<file path="src/design/slbs_pkg.sv">
package slbs_pkg;

  localparam int unsigned PatWidth   = 36;
  localparam int unsigned CfgIdxW    = 3;
  localparam int unsigned CfgDataW   = 36;
  localparam logic [31:0] MinStepMs  = 32'd10;

  typedef enum logic [1:0] {
    MODE_TICK  = 2'd0,
    MODE_SET   = 2'd1,
    MODE_CLEAR = 2'd2
  } mode_e;

  typedef enum logic [1:0] {
    PH_OFF      = 2'd0,
    PH_ON       = 2'd1,
    PH_GAP      = 2'd2,
    PH_INTERVAL = 2'd3
  } phase_e;

  typedef enum logic [2:0] {
    PAT_BATTERY = 3'd0,
    PAT_IMU     = 3'd1,
    PAT_WIFI    = 3'd2,
    PAT_SERVER  = 3'd3,
    PAT_STANDBY = 3'd4,
    PAT_NONE    = 3'd5
  } pat_e;

  typedef enum logic [CfgIdxW-1:0] {
    CFG_LOW_BATTERY = 3'd0,
    CFG_IMU_ERROR   = 3'd1,
    CFG_WIFI        = 3'd2,
    CFG_SERVER      = 3'd3,
    CFG_GAP         = 3'd4,
    CFG_STANDBY     = 3'd5
  } cfg_reg_e;

  typedef struct packed {
    logic [1:0]  mode;
    logic [3:0]  status_bits;
    logic [31:0] now_ms;
  } in_item_t;

  typedef struct packed {
    logic       led_lit;
    logic [2:0] active_pattern;
  } out_item_t;

  // Pattern words: [3:0] count, [19:4] on length, [35:20] interval.
  typedef struct packed {
    logic [3:0][PatWidth-1:0] patterns;
    logic [15:0]              gap_length;
    logic [31:0]              standby_pattern;
  } cfg_t;

  typedef struct packed {
    logic [3:0]  flags;
    phase_e      phase;
    logic [3:0]  blink_count;
    logic [15:0] timer;   // zero, or an elapsed sum below the phase length at its update
    logic [31:0] last_ms;
    logic        led;
  } state_t;

  function automatic pat_e select_pattern(logic [3:0] flags, logic [31:0] standby);
    pat_e p;
    if (flags[0]) p = PAT_BATTERY;
    else if (flags[1]) p = PAT_IMU;
    else if (flags[2]) p = PAT_WIFI;
    else if (flags[3]) p = PAT_SERVER;
    else if (standby[31:16] != 16'd0) p = PAT_STANDBY;
    else p = PAT_NONE;
    return p;
  endfunction

endpackage

</file>
<file path="src/design/slbs_step.sv">
module slbs_step (
  input  slbs_pkg::cfg_t     cfg_i,
  input  slbs_pkg::state_t   state_i,
  input  slbs_pkg::in_item_t item_i,
  output slbs_pkg::state_t   state_o,
  output slbs_pkg::out_item_t result_o
);

  logic [31:0]     diff;
  slbs_pkg::pat_e  pat;
  logic [35:0]     word;
  logic [3:0]      count;
  logic [15:0]     on_len;
  logic [15:0]     int_len;
  logic [15:0]     length;
  logic [32:0]     sum;
  logic [3:0]      blink_inc;

  assign diff = item_i.now_ms - state_i.last_ms;
  assign pat  = slbs_pkg::select_pattern(state_i.flags, cfg_i.standby_pattern);
  assign word = cfg_i.patterns[pat[1:0]];

  always_comb begin
    if (pat == slbs_pkg::PAT_STANDBY) begin
      count   = 4'd1;
      on_len  = cfg_i.standby_pattern[15:0];
      int_len = cfg_i.standby_pattern[31:16];
    end else begin
      count   = word[3:0];
      on_len  = word[19:4];
      int_len = word[35:20];
    end
  end

  always_comb begin
    unique case (state_i.phase)
      slbs_pkg::PH_GAP:      length = cfg_i.gap_length;
      slbs_pkg::PH_INTERVAL: length = int_len;
      default:               length = on_len;
    endcase
  end

  // sum compared without wrap
  assign sum       = {1'b0, diff} + {17'd0, state_i.timer};
  assign blink_inc = state_i.blink_count + 4'd1;

  always_comb begin
    state_o = state_i;
    case (item_i.mode)
      slbs_pkg::MODE_TICK: begin
        if (diff >= slbs_pkg::MinStepMs) begin
          state_o.last_ms = item_i.now_ms;
          if (pat != slbs_pkg::PAT_NONE) begin
            if (state_i.phase == slbs_pkg::PH_OFF || sum >= {17'd0, length}) begin
              state_o.timer = 16'd0;
              if (state_i.phase == slbs_pkg::PH_ON) begin
                state_o.led = 1'b0;
                if (blink_inc >= count) begin
                  state_o.blink_count = 4'd0;
                  state_o.phase       = slbs_pkg::PH_INTERVAL;
                end else begin
                  state_o.blink_count = blink_inc;
                  state_o.phase       = slbs_pkg::PH_GAP;
                end
              end else begin
                if (state_i.phase == slbs_pkg::PH_OFF) state_o.blink_count = 4'd0;
                state_o.led   = 1'b1;
                state_o.phase = slbs_pkg::PH_ON;
              end
            end else begin
              state_o.timer = sum[15:0];
            end
          end
        end
      end
      slbs_pkg::MODE_SET:   state_o.flags = state_i.flags | item_i.status_bits;
      slbs_pkg::MODE_CLEAR: state_o.flags = state_i.flags & ~item_i.status_bits;
      default: ;
    endcase
  end

  assign result_o.led_lit        = state_o.led;
  assign result_o.active_pattern =
    slbs_pkg::select_pattern(state_o.flags, cfg_i.standby_pattern);

endmodule

</file>
<file path="src/design/status_led_blink_sequencer.sv">
// An accepted transaction goes to the input register, and its result to the result register.
// Throughput: one transaction per cycle unless stalled; the step logic is combinational.
// A result held by out_stall_i does not block: one more transaction is taken into the input
// register, and the input stalls only when both registers are full.
// Reset (rst_ni low, asynchronous): pattern registers, status flags, sequencer state and
// the LED clear to zero (off phase, LED dark); both registers empty.
module status_led_blink_sequencer (
  input  logic                              clk_i,
  input  logic                              rst_ni,
  // configuration write port
  input  logic                              cfg_we_i,
  input  logic [slbs_pkg::CfgIdxW-1:0]      cfg_index_i,
  input  logic [slbs_pkg::CfgDataW-1:0]     cfg_wdata_i,
  // input transactions
  input  logic                              in_valid_i,
  output logic                              in_stall_o,
  input  slbs_pkg::in_item_t                in_item_i,
  // result transactions
  output logic                              out_valid_o,
  input  logic                              out_stall_i,
  output slbs_pkg::out_item_t               out_item_o
);

  slbs_pkg::cfg_t      cfg_q;
  slbs_pkg::state_t    state_q, state_d;
  slbs_pkg::in_item_t  s1_item_q;
  logic                s1_valid_q;
  slbs_pkg::out_item_t out_item_q, result;
  logic                out_valid_q;

  logic out_free;   // result register can take a new result this cycle
  logic advance;    // input register moves into the result register
  logic in_accept;

  assign out_free   = !out_valid_q || !out_stall_i;
  assign advance    = s1_valid_q && out_free;
  assign in_stall_o = s1_valid_q && !out_free;
  assign in_accept  = in_valid_i && !in_stall_o;

  // Configuration registers; indexes past the list are dropped.
  always_ff @(posedge clk_i or negedge rst_ni) begin
    if (!rst_ni) begin
      cfg_q <= '0;
    end else if (cfg_we_i) begin
      unique case (cfg_index_i)
        slbs_pkg::CFG_LOW_BATTERY: cfg_q.patterns[0] <= cfg_wdata_i;
        slbs_pkg::CFG_IMU_ERROR:   cfg_q.patterns[1] <= cfg_wdata_i;
        slbs_pkg::CFG_WIFI:        cfg_q.patterns[2] <= cfg_wdata_i;
        slbs_pkg::CFG_SERVER:      cfg_q.patterns[3] <= cfg_wdata_i;
        slbs_pkg::CFG_GAP:         cfg_q.gap_length <= cfg_wdata_i[15:0];
        slbs_pkg::CFG_STANDBY:     cfg_q.standby_pattern <= cfg_wdata_i[31:0];
        default: ;
      endcase
    end
  end

  // Input register
  always_ff @(posedge clk_i or negedge rst_ni) begin
    if (!rst_ni) begin
      s1_valid_q <= 1'b0;
    end else if (in_accept || advance) begin
      s1_valid_q <= in_accept;
    end
  end

  always_ff @(posedge clk_i) begin
    if (in_accept) s1_item_q <= in_item_i;
  end

  // Step logic: next sequencer state and the result for the registered transaction
  slbs_step u_step (
    .cfg_i    (cfg_q),
    .state_i  (state_q),
    .item_i   (s1_item_q),
    .state_o  (state_d),
    .result_o (result)
  );

  // Sequencer state commits only when the transaction moves on
  always_ff @(posedge clk_i or negedge rst_ni) begin
    if (!rst_ni) begin
      state_q <= '0;
    end else if (advance) begin
      state_q <= state_d;
    end
  end

  // Result register
  always_ff @(posedge clk_i or negedge rst_ni) begin
    if (!rst_ni) begin
      out_valid_q <= 1'b0;
    end else if (out_free) begin
      out_valid_q <= advance;
    end
  end

  always_ff @(posedge clk_i) begin
    if (advance) out_item_q <= result;
  end

  assign out_valid_o = out_valid_q;
  assign out_item_o  = out_item_q;

endmodule

</file>
<file path="config.mk">
export PLATFORM = sky130hd
export DESIGN_NAME = status_led_blink_sequencer
export DESIGN_NICKNAME = d
export VERILOG_FILES = /design/src/design/slbs_pkg.sv /design/src/design/slbs_step.sv /design/src/design/status_led_blink_sequencer.sv
export SDC_FILE = /design/constraint.sdc
export NUM_CORES = 1
export LEC_CHECK = 0
export ABC_CLOCK_PERIOD_IN_PS = 8090
export BUFFER_PORTS_ARGS = -buffer_cell sky130_fd_sc_hd__buf_4
export CAP_MARGIN = 5
export CORE_MARGIN = 8
export CORE_UTILIZATION = 45
export CTS_BUF_LIST = sky130_fd_sc_hd__clkbuf_8
export DETAILED_ROUTE_END_ITERATION = 8
export GPL_ROUTABILITY_DRIVEN = 1
export PLACE_DENSITY = 0.68
export SYNTH_ARGS = -nofsm -noshare
export SYNTH_HDL_FRONTEND = slang
export SYNTH_SLANG_ARGS = --single-unit
</file>
<file path="constraint.sdc">
create_clock -name clk_i -period 8.09 [get_ports clk_i]
set_clock_uncertainty 0.15 [all_clocks]
set_input_delay 0.809 -clock clk_i [delete_from_list [all_inputs] [get_ports clk_i]]
set_output_delay 0.809 -clock clk_i [all_outputs]
set_load 0.01 [all_outputs]
</file>
### Yosys cells after proc, flatten, opt, wreduce, memory -nomap -nowiden

Cells that the tools add are included.

| operators by class | value |
|---|---|
| $lt $le $gt $ge | 4 |
| add/sub/neg operators | 3 |
| bitwise gates (word level) | 3 |
| mux-type cells | 24 |
| reduce and logical (&&, ||, !) cells | 27 |
| equal/unequal tests | 12 |

Operators by type and width:

| kind | number |
|---|---|
| 36-bit binary-select mux with 2-bit select | 1 |
| 16-bit two-way mux | 3 |
| 36-bit two-way mux | 1 |
| 32-bit by 16-bit adder with 33-bit output | 1 |
| 33-bit by 16-bit >= comparator with 1-bit output | 1 |
| 32-bit by 4-bit >= comparator with 1-bit output (second input constant) | 1 |
| 16-bit one-hot mux with 2 select lines | 1 |
| 32-bit subtractor | 1 |
| 16-bit nonzero test | 1 |
| 3-bit two-way mux | 4 |
| 2-bit AND reduction | 6 |
| 3-bit == test (second input constant) | 3 |
| 4-bit two-way mux | 2 |
| 4-bit one-hot mux with 2 select lines | 1 |
| 1-bit two-way mux | 7 |
| 2-bit == test (second input constant) | 3 |
| 3-bit by 2-bit == test with 1-bit output (second input constant) | 2 |
| 6-bit two-way mux | 1 |
| 6-bit AND reduction | 1 |
| 5-bit two-way mux | 1 |
| 5-bit AND reduction | 1 |
| 4-bit by 1-bit adder with 4-bit output (second input constant) | 1 |
| 4-bit bitwise AND | 1 |
| 2-bit by 1-bit == test with 1-bit output (second input constant) | 2 |
| other kinds (17) | 26 |

| storage, ports and cells | value |
|---|---|
| logic and storage cells | 94 |
| bits in registers | 295 |
| output and inout port bits | 6 |
| bits of input ports | 82 |

### Depth between registers and ports, before layout

Gate-level depths: netlist of run 1.

| depth | value |
|---|---|
| word-level depth | 16 |
| depth in mapped cells | 31 |
| gate-level depth less buffers | 31 |

### By module

A second synthesis of run 1 with hierarchy kept.

| second synthesis, totals | value |
|---|---|
| cell total of the unflattened synthesis | 1416 |
| area, all modules | 16967.5 um^2 |

By module, submodules not included:

| module | instances | sequential area each (um^2) | area an instance (um^2) | cells an instance |
|---|---|---|---|---|
| status_led_blink_sequencer | 1 | 7592.3 | 10705.3 | 584 |
| slbs_step | 1 | 0.0 | 6262.3 | 832 |

### Least setup slack after synthesis of run 1

No wires, ideal clock.

| path | value |
|---|---|
| path kind | register -> register |
| from | register s1_item_q[0] (netlist bit) |
| to | register out_item_q (netlist bit out_item_o[3]) (data pin) |
| slack | 1.859 ns |
| path buffers | 0 |
| arrival | 5.820 ns |
| stages on the path, launching flop included | 31 |
| setup time | 0.260 ns |
| path through | edfxtp_1 -> inv_1 -> ha_1 -> inv_1 -> fa_1 -> a211oi_1 -> o21a_1 -> o21ai_0 -> xor2_1 -> ha_1 -> a2111oi_0 -> o21ai_0 -> a32oi_1 -> o21bai_1 -> a21oi_1 -> o21bai_1 -> a21oi_1 -> xnor2_1 -> inv_1 -> ha_1 -> and3_1 -> nand4_1 -> nor2_1 -> nand4_1 -> o21ai_0 -> or4b_2 -> a31o_2 -> o31ai_4 -> nand4_2 -> nor2b_4 -> mux2_4 |

RTL lines:

| element | line | RTL |
|---|---|---|
| start, declared | status_led_blink_sequencer.sv:26 | `slbs_pkg::in_item_t s1_item_q;` |
| start signal, assigned | status_led_blink_sequencer.sv:67 | `if (in_accept) s1_item_q <= in_item_i;` |
| end signal, assigned | status_led_blink_sequencer.sv:98 | `if (advance) out_item_q <= result;` |
| end, declared | status_led_blink_sequencer.sv:28 | `slbs_pkg::out_item_t out_item_q, result;` |

### Final worst setup path of run 1

| path | value |
|---|---|
| from | register s1_item_q[0] (netlist bit) |
| to | register state_q[50] (netlist bit) |

| between the ends | value |
|---|---|
| word-level cells in the longest chain between the ends | 5 |

RTL lines:

| element | line | RTL |
|---|---|---|
| 32-bit subtractor (*) | slbs_step.sv:19 | `assign diff = item_i.now_ms - state_i.last_ms;` |
| 32-bit by 16-bit adder with 33-bit output | slbs_step.sv:44 | `assign sum = {1'b0, diff} + {17'd0, state_i.timer};` |
| 33-bit by 16-bit >= comparator with 1-bit output | slbs_step.sv:54 | `if (state_i.phase == slbs_pkg::PH_OFF \|\| sum >= {17'd0, length}) begin` |
| 1-bit logical OR | slbs_step.sv:54 |  |
| 6-bit AND reduction (no source line) (*) | n/a |  |
| end signal, assigned | status_led_blink_sequencer.sv:84 | `state_q <= state_d;` |
| end, declared | status_led_blink_sequencer.sv:25 | `slbs_pkg::state_t state_q, state_d;` |

Every way passes the cells marked *; elsewhere a longest branch is shown, timed or not.
A chain may end at the register's enable or synchronous reset.

==> results of run 1 <==
[per-layer routing]
metal / vias to the layer above / routed length [µm]
met5: - / 13
met3: 61 / 1620
met1: 5575 / 16800
li1: 5267 / -
met2: 180 / 18200
met4: 2 / 804
[sequential cells by signal, summed over array words and instances (netlist names)]
| signal | cells |
|---|---|
| s1_valid_q | 1 |
| out_item_o | 4 |
| state_q | 59 |
| out_valid_o | 1 |
| cfg_q | 192 |
| s1_item_q | 38 |
[logic make-up after synthesis]
kind of cell | count (synthesis)
AO/OA/AOI/OAI | 264
flip-flops | 295
adder cells (fa/ha/maj) | 73
AND/OR/NAND/NOR | 268
XOR/XNOR | 38
buffers and inverters | 120
multiplexers | 299
[synthesized netlist by cell type (15+ instances only)]
master    number  area [µm²]
a21o_1        18         135
nand4_1       15        93.8
nor2_1        61         229
nor3_1        15        75.1
inv_1         72         270
mux4_2        36         811
dfrtp_1      253        6330
ha_1          71         888
edfxtp_1      42        1260
clkbuf_1      31         116
mux2_2       223        2510
a21oi_1       79         395
nand3_1       15        75.1
o21a_1        16         120
xnor2_1       26         228
nand2_1       75         282
o21ai_0       47         235
mux2i_1       35         350
[through the flow]
| step | setup WS (ps) | cell area [µm²] |
|---|---|---|
| 3_5_place_dp | 1220 | 17500 |
| 2_1_floorplan | 1860 | 16300 |
| 6_report | 1220 | 18400 |
| 4_1_cts | 1230 | 18400 |
| 3_3_place_gp | 1370 | 17500 |
| 5_1_grt | 668 | 18400 |
[path summary, 6_finish.rpt]
kind                               start  slack, ps             to
max                         s1_item_q[0]       1220    state_q[50]
min                        in_item_i[34]        220  s1_item_q[34]
max reg2reg                 s1_item_q[0]       1220    state_q[50]
min reg2reg                   s1_valid_q        330    out_valid_o
max in group asynchronous         rst_ni       5750     cfg_q[188]
min in group asynchronous         rst_ni        580     state_q[7]
[worst max-delay path: cells and delay by family, from the launching register on]
kind	cells	cell delay (ps)
compound gates	14	2760
xor+xnor	2	390
fa+ha+maj	4	1210
buf+inv	3	210
flops	1	350
simple gates	7	1690
[cell type report]
class	count	area (µm²)	share of cell area [%]
well taps	461	577	3.13
inverters	72	270	1.47
diodes	1	2.50	0.0136
clock inverters	33	161	0.877
flip-flops and latches	295	7590	41.2
repair buffers	100	773	4.20
multi-input cells	942	8260	44.9
clock buffers	56	771	4.19
[layout by cell type (no fill, tap or decap), types with 13 or more instances in the layout]
cell / instances
dfrtp_1: 253
mux2_2: 223
buf_4: 97
inv_1: 93
a21oi_1: 79
nand2_1: 75
ha_1: 71
nor2_1: 58
clkbuf_8: 56
o21ai_0: 47
edfxtp_1: 42
mux4_2: 36
mux2i_1: 35
xnor2_1: 26
a21o_1: 18
o21a_1: 16
nand4_1: 15
a211oi_1: 14
nand3_1: 14
nor3_1: 13
[power by group through the flow]
stage	Clock (mW)	Sequential [mW]	Combinational, mW
floorplan	0	1.94	1.82
global placement	0	1.99	2.36
detailed placement	0	2.01	2.41
CTS	1.29	1.98	2.43
global route	1.36	2.02	2.68
finish	1.25	1.98	2.42
==> summary.md, run 1 <==
| Metric | Value |
|---|---|
| Hold Path Class | `primary input to flip-flop` |
| 1st-pass router iterations | `5` |
| Maximum vdd drop | `172 µV` |
| Post_cts resized | `0` |
| XOR/XNOR share of the synthesized area | `2.14%` |
| Post-Route WL | `37.4 mm` |
| Fillcell total | `3151` |
| Final setup fails | `0` |
| Synth Area in Adders | `5.70%` |
| Post-synthesis net count | `1512` |
| Most used flip-flop cell after synthesis | `dfrtp_1` |
| Via count of the first global-routing pass | `11500` |
| Worst path required time | `8440 ps` |
| Worst-path maximum fanout | `18` |
| Flop pwr share | `35.1%` |
| Bufs on Longest Clock Path | `3` |
| Post-DRT Antenna Nets | `0` |
| Pwr Total | `5.65 mW` |
| Switch share | `37.5%` |
| Post-synthesis cell area | `16300 µm²` |
| Post-CTS setup buffers | `0` |
| CTS Buf Count | `50` |
| M2 GR Usage | `29.7%` |
| Routed via count | `11100` |
| Total track usage | `17.8%` |
| Comb power frac | `42.8%` |
| Hold WS | `216 ps` |
| Starting Density | `45.8%` |
| Worst Path Arrival | `7220 ps` |
| Maxcap violations | `0` |
| Global Route met1 Usage | `23.5%` |
| Starting DRT DRC Count | `502` |
| Buffers added on ports | `87` |
| CP Class | `flip-flop to flip-flop` |
| Root Buffer | `clkbuf_8` |
| Synth-to-Final Area Change | `13.0%` |
| CTS tree | `yes` |
| Async SR Flop Fraction | `85.8%` |
| Relative slew slack | `31.3%` |
| Sequential-to-total area share from yosys stat | `46.6%` |
| Hpwl dp | `26.0 mm` |
| Synth Area in Compound Gates | `10.9%` |
| Syn Area/Cell | `12.0 µm²` |
| First-pass GRT wire length | `61.2 mm` |
| Fin cells | `1960` |
| RSZ-0062 raised after global routing | `no` |
| Min Tclk post-route | `6870 ps` |
| Layout cells sized above 1 | `31.6%` |
| Final Hold Viols | `0` |
| Worst-Margin Slew | `1030 ps` |
| Drt wl/cell | `19.1 µm` |
| Power per cell area | `307 nW/µm²` |
| Main combinational cell family by area after synthesis | `multiplexers` |
| Initial antenna violation count | `2` |
| Cell Count Post-Placement | `1869` |
| Sink Count | `295` |
| Post-synthesis mux area share | `22.9%` |
| Post-route core utilization | `51.8%` |
| Placer Congestion | `0.869` |
| Remaining DRCs | `0` |
| Total gr overflow | `0` |
| Via/cell ratio | `5.66` |
| EDFF count, synth | `42` |
| Max frequency | `0.146 GHz` |
| Ys Warns | `0` |
| Die area | `42500 µm²` |
| Core Rows | `69` |
| Core area | `35600 µm²` |
| Worst path max stage delay | `610 ps` |
| Worst Setup Start Kind | `flip-flop` |
| Setup TNS | `0 ps` |
| Max H-tree Level | `2` |
| Clock slew at reported path FFs | `60 ps` |
| Yosys cell types | `88` |
| R2R cell count | `30` |
| Most Used Layer, Global Route | `met2` |
| Clk pwr share | `22.1%` |
| Worst skew pair latency | `620 ps` |
| I/O Pins | `88` |
| Hold path cells | `1` |
| Simple-Gate Fraction of Synth Area | `8.81%` |
| Pleak | `8.03 nW` |
| Largest net degree at the start of global routing | `192` |
| Net Sw Power | `2.12 mW` |
| CP max stage cell | `or4b_2` |
| Layout Nets | `1616` |
| #FFs+latches synth | `295` |
| Die width | `206 µm` |
| Critical path endpoint category | `flip-flop` |
| Post-Synthesis Cells | `1357` |
| Height of the die | `206 µm` |
| Pint | `3.53 mW` |
| CTS Hold Buffers Added | `1` |
| Final Slew Violations | `0` |
| Fin crit share | `84.9%` |
| Global Route met3 Usage | `3.45%` |
| Status | `completed` |
Note: power is estimated with default switching activity, not from simulation.
==> inputs of run 2 (changes only) <==
- ABC_CLOCK_PERIOD_IN_PS: 8090 -> 5700
- PLACE_DENSITY: 0.68 -> 0.7
- clock period: 8.09 -> 5.7 ns (I/O delays scaled with it)
==> run 2 against run 1 <==
- the flow now finishes with violations (negative setup slack)
- core utilization is 4.4 points higher
- non-clock buffer count grew 128
- final cell count is 6.3% higher
- first-iteration DRC count up 7.4%
- via count increased by 5.1%
- worst hold slack lost 160 ps
- clock-buffer cell count increased by 1
- critical endpoint is now state_q[52]
- largest power group unchanged
- highest routed layer unchanged
==> summary.md, run 2 (synthesis gave the netlist of run 1 again) <==
| Metric | Value |
|---|---|
| Cell Count Post-Placement | `1943 (was 1869)` |
| Failing checks | `negative setup slack` |
| Clk pwr share | `21.5% (was 22.1%)` |
| Post-route cell area | `20000 µm² (was 18400 µm²)` |
| Remaining DRCs | `0 (unchanged)` |
| First-pass GRT wire length | `64.0 mm (was 61.2 mm)` |
| 1st-pass router iterations | `5 (unchanged)` |
| Net Sw Power | `3.18 mW (was 2.12 mW)` |
| Fin cells | `2084 (was 1960)` |
| Post-DRT Antenna Nets | `0 (unchanged)` |
| Relative slew slack | `35.1% (was 31.3%)` |
| Core Rows | `69 (unchanged)` |
| Bufs on Longest Clock Path | `3 (unchanged)` |
| Final setup fails | `24 (was 0)` |
| Via count of the first global-routing pass | `12300 (was 11500)` |
| Pwr Total | `8.65 mW (was 5.65 mW)` |
| Die area | `42500 µm² (unchanged)` |
| Global Route met3 Usage | `3.61% (was 3.45%)` |
| DP Area | `18100 µm² (was 17500 µm²)` |
| Placer Congestion | `0.901 (was 0.869)` |
| Worst path required time | `6040 ps (was 8440 ps)` |
| Min-delay src | `out_stall_i (was in_item_i[34])` |
| Largest register FFs | `192 (unchanged)` |
| Global Route met1 Usage | `23.9% (was 23.5%)` |
| Fillcell total | `3018 (was 3151)` |
| Buffers added on ports | `87 (unchanged)` |
| Final Hold Viols | `0 (unchanged)` |
| CTS tree | `yes (unchanged)` |
| Via/cell ratio | `5.59 (was 5.66)` |
| Status | `complete, but fails checks (was completed)` |
| Min Tclk post-route | `5970 ps (was 6870 ps)` |
| Max frequency | `0.168 GHz (was 0.146 GHz)` |
| CP max stage cell | `edfxtp_1 (was or4b_2)` |
| Fin crit share | `105% (was 84.9%)` |
| Most frequent cells in the layout | `dfrtp_1 (253), mux2_2 (222), buf_4 (179) (was dfrtp_1 (253), mux2_2 (223), buf_4 (97))` |
| Layout cells sized above 1 | `37.2% (was 31.6%)` |
| Comb power frac | `46.0% (was 42.8%)` |
| Final Worst Setup Slack | `-267 ps (was 1220 ps)` |
| Post-route core utilization | `56.1% (was 51.8%)` |
| Root Buffer | `clkbuf_8 (unchanged)` |
| Maxcap violations | `0 (unchanged)` |
| I/O Pins | `88 (unchanged)` |
| FF-to-FF Start | `s1_item_q[0] (unchanged)` |
| Largest reg by FF count | `cfg_q (unchanged)` |
| Cell repeated most along the worst path | `buf_4` |
| CTS Buf Count | `49 (was 50)` |
| Maximum vdd drop | `255 µV (was 172 µV)` |
| Layout Nets | `1743 (was 1616)` |
| Total track usage | `18.6% (was 17.8%)` |
| Worst Path Arrival | `6310 ps (was 7220 ps)` |
| Drt wl/cell | `18.9 µm (was 19.1 µm)` |
| Register area | `7590 µm² (unchanged)` |
| Die width | `206 µm (unchanged)` |
| Clock slew at reported path FFs | `60 ps (about the same)` |
| Worst Setup Start Kind | `flip-flop (unchanged)` |
| Critical path endpoint category | `flip-flop (unchanged)` |
| Post-Route WL | `39.4 mm (was 37.4 mm)` |
| Most Used Layer, Global Route | `met2 (unchanged)` |
| Final Slew Violations | `0 (unchanged)` |
| Total gr overflow | `0 (unchanged)` |
| RSZ-0062 raised after global routing | `yes (was no)` |
| M2 GR Usage | `32.0% (was 29.7%)` |
| Area of the multi-input gates | `8640 µm² (was 8260 µm²)` |
| Worst skew pair latency | `620 ps (about the same)` |
| Worst-Margin Slew | `973 ps (was 1030 ps)` |
| Pleak | `8.73 nW (was 8.03 nW)` |
| Largest net degree at the start of global routing | `122 (was 192)` |
| Worst-path maximum fanout | `4 (was 18)` |
| Starting Density | `45.8% (unchanged)` |
| Worst path max stage delay | `380 ps (was 610 ps)` |
| Power per cell area | `433 nW/µm² (was 307 nW/µm²)` |
| CP Class | `flip-flop to flip-flop (unchanged)` |
| Setup TNS | `-4950 ps (was 0 ps)` |
| Top flop regs | `cfg_q x192, state_q x59, s1_item_q x38 (unchanged)` |
| Hold Path Class | `primary input to flip-flop (unchanged)` |
| Flop pwr share | `32.4% (was 35.1%)` |
| Starting DRT DRC Count | `539 (was 502)` |
| Height of the die | `206 µm (unchanged)` |
| Most common cell after layout, fill and taps aside | `dfrtp_1 (unchanged)` |
| Pint | `5.46 mW (was 3.53 mW)` |
| CP Launch Point | `s1_item_q[0] (unchanged)` |
| Sink Count | `295 (unchanged)` |
| Initial antenna violation count | `2 (unchanged)` |
| Synth-to-Final Area Change | `22.6% (was 13.0%)` |
| Hpwl dp | `27.0 mm (was 26.0 mm)` |
| Max H-tree Level | `2 (unchanged)` |
| Core area | `35600 µm² (unchanged)` |
| Switch share | `36.8% (was 37.5%)` |
| Routed via count | `11700 (was 11100)` |
run 2: timing repair:
action / 4_1_cts / 5_1_grt
hold buffers: 40 / 0
setup buffers: 7 / 7
hold endpoints to repair: 158 / 0
pin swaps: 20 / 32
resized for setup: 22 / 39
gates cloned: 1 / 0
endpoints found under the setup margin: 24 / 24
run 2: layout make-up:
class	count	area share (%)
Antenna cell	1	0.0125
Clock inverter	28	0.934
Clock buffer	57	3.93
Inverter	72	1.35
Timing Repair Buffer	228	9.55
Multi-Input combinational cell	942	43.3
Tap cell	461	2.89
Sequential cell	295	38.0
run 2: critical path, delay by kind of cell, from the launching register on:
family / cells / cell delay (ps)
AO/OA/AOI/OAI: 12 / 1930
AND/OR/NAND/NOR: 7 / 1070
adder cells (fa/ha/maj): 4 / 950
buffers and inverters: 7 / 770
flip-flops: 1 / 380
XOR/XNOR: 2 / 350
multiplexers: 1 / 280
run 2: final timing paths:
check | cells after the start | to | slack, ps
min | 3 | out_valid_o | 50
min in group asynchronous | 2 | state_q[5] | 490
max in group asynchronous | 3 | cfg_q[13] | 3710
min reg2reg | 1 | state_q[31] | 340
max | 33 | state_q[52] | -270
max reg2reg | 33 | state_q[52] | -270
run 2: per-layer routing:
layer | up-vias | share of wire (%)
li1 | 5517 | -
met1 | 5859 | 44
met2 | 206 | 50
met3 | 70 | 4.5
met4 | 2 | 2.0
met5 | - | 0.033
run 2: power groups by stage:
stage | Sequential (mW) | Clock (mW) | Combinational, mW
6_report | 2.80 | 1.86 | 3.98
5_1_grt | 2.86 | 2.01 | 4.38
4_1_cts | 2.80 | 1.91 | 3.83
3_5_place_dp | 2.83 | 0 | 3.74
3_3_place_gp | 2.81 | 0 | 3.65
2_1_floorplan | 2.75 | 0 | 2.61
run 2: metrics by stage:
stage / hold slack (ps) / worst slack, ps
global placement: 321 / -363
floorplan: 124 / -286
global route: 31.6 / -577
detailed placement: 330 / -552
finish: 53.8 / -267
CTS: 21.3 / -321
